==> config.mk <==
export PLATFORM = sky130hd
export DESIGN_NAME = mcts_ctrl
export DESIGN_NICKNAME = d
export VERILOG_FILES = /design/src/sv/mcts_pkg.sv /design/src/sv/mcts_ctrl.sv
export SDC_FILE = /design/constraint.sdc
export NUM_CORES = 1
export LEC_CHECK = 0
export ABC_CLOCK_PERIOD_IN_PS = 2900
export CAP_MARGIN = 10
export CORE_AREA = 2 2 39 41
export CTS_BUF_LIST = sky130_fd_sc_hd__clkbuf_4
export CTS_CLUSTER_DIAMETER = 50
export DETAILED_ROUTE_END_ITERATION = 8
export DIE_AREA = 0 0 41 43
export DONT_BUFFER_PORTS = 1
export PLACE_DENSITY_LB_ADDON = 0.2
export SLEW_MARGIN = 40
export SYNTH_ARGS = -nofsm -noshare
export SYNTH_HDL_FRONTEND = slang
export SYNTH_SLANG_ARGS = --single-unit
==> constraint.sdc <==
create_clock -name clk_i -period 2.9 [get_ports clk_i]
set_input_delay 0.435 -clock clk_i [delete_from_list [all_inputs] [get_ports clk_i]]
set_output_delay 0.435 -clock clk_i [all_outputs]
set_load 0.05 [all_outputs]
==> src/sv/mcts_pkg.sv <==
// ----------------------------------------------------------------------------
// mcts_pkg
// Shared sizes, item codes and control types of the Markov chain step table.
// ----------------------------------------------------------------------------
package mcts_pkg;

  localparam int NUM_STATES     = 64;
  localparam int NUM_FACES      = 8;
  localparam int MAX_MOVES      = 8;
  localparam int PROB_FRAC_BITS = 32;

  localparam int ROWS    = NUM_STATES * NUM_FACES;
  localparam int ROW_W   = $clog2(ROWS);
  localparam int STATE_W = $clog2(NUM_STATES);
  localparam int SLOT_W  = (MAX_MOVES > 1) ? $clog2(MAX_MOVES) : 1;
  localparam int CNT_W   = $clog2(MAX_MOVES + 1);
  localparam int THR_W   = PROB_FRAC_BITS + 1;

  localparam logic [2:0] KIND_THR    = 3'd0;
  localparam logic [2:0] KIND_TARGET = 3'd1;
  localparam logic [2:0] KIND_COUNTS = 3'd2;
  localparam logic [2:0] KIND_SET    = 3'd3;
  localparam logic [2:0] KIND_STEP   = 3'd4;

  localparam logic CFG_LADDER_CONNECTED = 1'b0;
  localparam logic CFG_LADDER_FINE      = 1'b1;

  typedef struct packed {
    logic clear;
    logic accept;
    logic commit;
  } mcts_cmd_t;

  typedef struct packed {
    logic clear_last;
  } mcts_status_t;

endpackage

==> src/sv/mcts_ctrl.sv <==
// ----------------------------------------------------------------------------
// mcts_ctrl
// Sequencer: count table clearing after reset, item accept, evaluate and
// hand-off into the output register.
// ----------------------------------------------------------------------------
module mcts_ctrl
  import mcts_pkg::*;
(
  input  logic         clk_i,
  input  logic         rst_ni,
  input  logic         in_valid_i,
  output logic         in_stall_o,
  output logic         out_valid_o,
  input  logic         out_stall_i,
  input  mcts_status_t status_i,
  output mcts_cmd_t    cmd_o
);

  localparam logic [1:0] ST_CLEAR = 2'd0;
  localparam logic [1:0] ST_IDLE  = 2'd1;
  localparam logic [1:0] ST_EXEC  = 2'd2;

  logic [1:0] state_q, state_d;
  logic       out_valid_q, out_valid_d;
  logic       out_free;

  assign out_free = !out_valid_q || !out_stall_i;

  always_comb begin
    state_d      = state_q;
    cmd_o.clear  = 1'b0;
    cmd_o.accept = 1'b0;
    cmd_o.commit = 1'b0;
    unique case (state_q)
      ST_CLEAR: begin
        cmd_o.clear = 1'b1;
        if (status_i.clear_last) begin
          state_d = ST_IDLE;
        end
      end
      ST_IDLE: begin
        if (in_valid_i) begin
          cmd_o.accept = 1'b1;
          state_d      = ST_EXEC;
        end
      end
      ST_EXEC: begin
        if (out_free) begin
          cmd_o.commit = 1'b1;
          state_d      = ST_IDLE;
        end
      end
      default: begin
        state_d = ST_IDLE;
      end
    endcase
  end

  always_comb begin
    out_valid_d = out_valid_q;
    if (cmd_o.commit) begin
      out_valid_d = 1'b1;
    end else if (out_valid_q && !out_stall_i) begin
      out_valid_d = 1'b0;
    end
  end

  always_ff @(posedge clk_i or negedge rst_ni) begin
    if (!rst_ni) begin
      state_q     <= ST_CLEAR;
      out_valid_q <= 1'b0;
    end else begin
      state_q     <= state_d;
      out_valid_q <= out_valid_d;
    end
  end

  assign in_stall_o  = (state_q != ST_IDLE);
  assign out_valid_o = out_valid_q;

endmodule

==> out/results.txt <==
CTS H-tree depth: 1
number of DRC markers in iteration 0: 1
Critical Path Stages: 1
area share of the largest cell type after synthesis: 49.59%
initial antenna violation count: 0
Yosys top cell by area: dfrtp_1
Vias: 117
Final Cycle Share: 61.17%
nets: 26
CP max-delay cell: nor2_1
Critical Path Max Stage Delay: 0.70 ns
Routed Antenna Nets: 0
DRT Pass-1 Iters: 2
worst-skew pair later-pin latency: 0.23 ns
Hold Crit Start: out_stall_i
Critical Path RT: 2.47 ns
min setup slack post-route: 1.126 ns
unrepaired setup endpoints after global routing: false
IO buf count: 0
top post-synthesis cells by count: dfrtp_1, nand2_1, nor3_1
total track usage: 4.728%
Max Clock Freq: 563.7 MHz
CTS max path bufs: 2
Worst-Margin Slew: 0.8788 ns
Fillers: 161
worst hold path type: input port to register
worst path cell trace: nor2_1
n_diodes: 0
vias in the first global route: 109
die area: 1763 sq um
Ports: 10
GRT overflow: 0
Crit. Startpoint: state_q[0]
crit path capture type: output port
die height: 43 microns
EDFF count, synth: 0
post-synth cell types: 11
die span in x: 41 microns
Post-CTS Setup Bufs: 0
Initial Util: 10.94%
register area share after synthesis: 49.59%
share of layout cells above drive strength 1: 35.00%
Post-Syn Area per Cell: 10.09 sq um
Hold Slack: 0.3170 ns
Top delay family on crit path: simple AND/OR/NAND/NOR gates
asr flop ratio synth: 100.0%
Total Wirelength: 321 microns
reg2reg start: state_q[1]
CP bufs+invs: 0
Startpoint Class: register
endpoints failing setup: 0
top area cells in the synthesized netlist: dfrtp_1, and4b_2, nor3_1, and3b_1, or2b_2
final hold vios: 0
Worst EP arrival: 1.34 ns
clock skew: 0.0002603 ns
CTS tree: done
first-pass GRT wire length: 455 microns
Sink Count: 3
ys flop type: dfrtp_1
most frequent cell after synthesis: dfrtp_1
register bit count reported by yosys: 3
Core Area: 1384 sq um
routed wire length per instance: 8.917 microns
pre-CTS setup slack: 1.352 ns
Post-Synthesis Cell Area: 151.4 sq um
Via density: 3.250
DR DRC count: 0
GP Congestion: 0.5893
largest net degree at the start of global routing: 7
slew margin rel.: 41.19%
final setup TNS: 0 ns
Gate Count Post-Synth: 15
Clock transition at path regs: 0.03 ns
Inserted Clock Buffers: 3
status: complete, no violations
Register-to-Register Path Depth: 2
yosys warns: 0
crit path max fanout: 6
max-slew violations: 0
Syn Nets: 20
Rows: 14
Crit Path Category: register to output port
Tmin final: 1.774 ns
CTS root buffer: clkbuf_4
Layout area overhead: 39.67%
WHS Path Cells: 2
max-cap viol count: 0
layout by cell type (no fill, tap or decap):
cell type | synthesis | final
buf_4 | 1 | 1
and3b_1 | 1 | 1
nand2_1 | 2 | 2
nor3_1 | 2 | 2
or2b_1 | 1 | 1
dlygate4sd3_1 | 0 | 1
and4b_2 | 1 | 1
dfrtp_1 | 3 | 3
clkbuf_4 | 0 | 4
or2b_2 | 1 | 1
nor2_1 | 1 | 1
a21oi_1 | 1 | 1
or2_1 | 1 | 1
registers in the layout, indices dropped and copies added (netlist names):
register     count
state_q          2
out_valid_o      1
kinds of logic after synthesis:
group | count (synthesis) | synth area share, %
buffers and inverters | 1 | 4.961
AND/OR/NAND/NOR | 10 | 42.15
AO/OA/AOI/OAI | 1 | 3.303
flip-flops | 3 | 49.59
cell type report:
| class | instances | area (sq um) | area share, % |
|---|---|---|---|
| flip-flops and latches | 3 | 75.07 | 35.50 |
| multi-input cells | 11 | 68.82 | 32.54 |
| clock buffers | 4 | 30.03 | 14.20 |
| well taps | 16 | 20.02 | 9.467 |
| repair buffers | 2 | 17.52 | 8.284 |
path summary, 6_finish.rpt:
kind                                to  slack (ns)
min                        out_valid_o        0.32
max                           cmd_o[2]        1.13
max in group asynchronous   state_q[0]        2.28
min reg2reg                out_valid_o        0.63
min in group asynchronous  out_valid_o        0.46
max reg2reg                 state_q[0]        1.64
through the flow:
| step | instances | cell area (sq um) | utilization (%) |
|---|---|---|---|
| 5_1_grt | 36 | 211.5 | 15.28 |
| 4_1_cts | 36 | 211.5 | 15.28 |
| 3_5_place_dp | 31 | 171.4 | 12.39 |
| 6_report | 36 | 211.5 | 15.28 |
| 2_1_floorplan | 15 | 151.4 | - |
| 3_3_place_gp | 31 | 171.4 | 12.39 |
timing repair:
action / in CTS / in global routing
resized for setup: 0 / 0
hold buffers: 1 / 0
endpoints found under the hold margin: 3 / 0
routing by layer:
metal  global-route usage [%]  share of wire [%]
met1                    5.178                 48
met2                    3.750                 32
met3                    8.377                 20
met4                    2.000                  0
met5                        0                  0
Power is left out: the tool's default activity adds up to more than one toggle a clock period on the data nets, which glitch-free logic cannot reach.
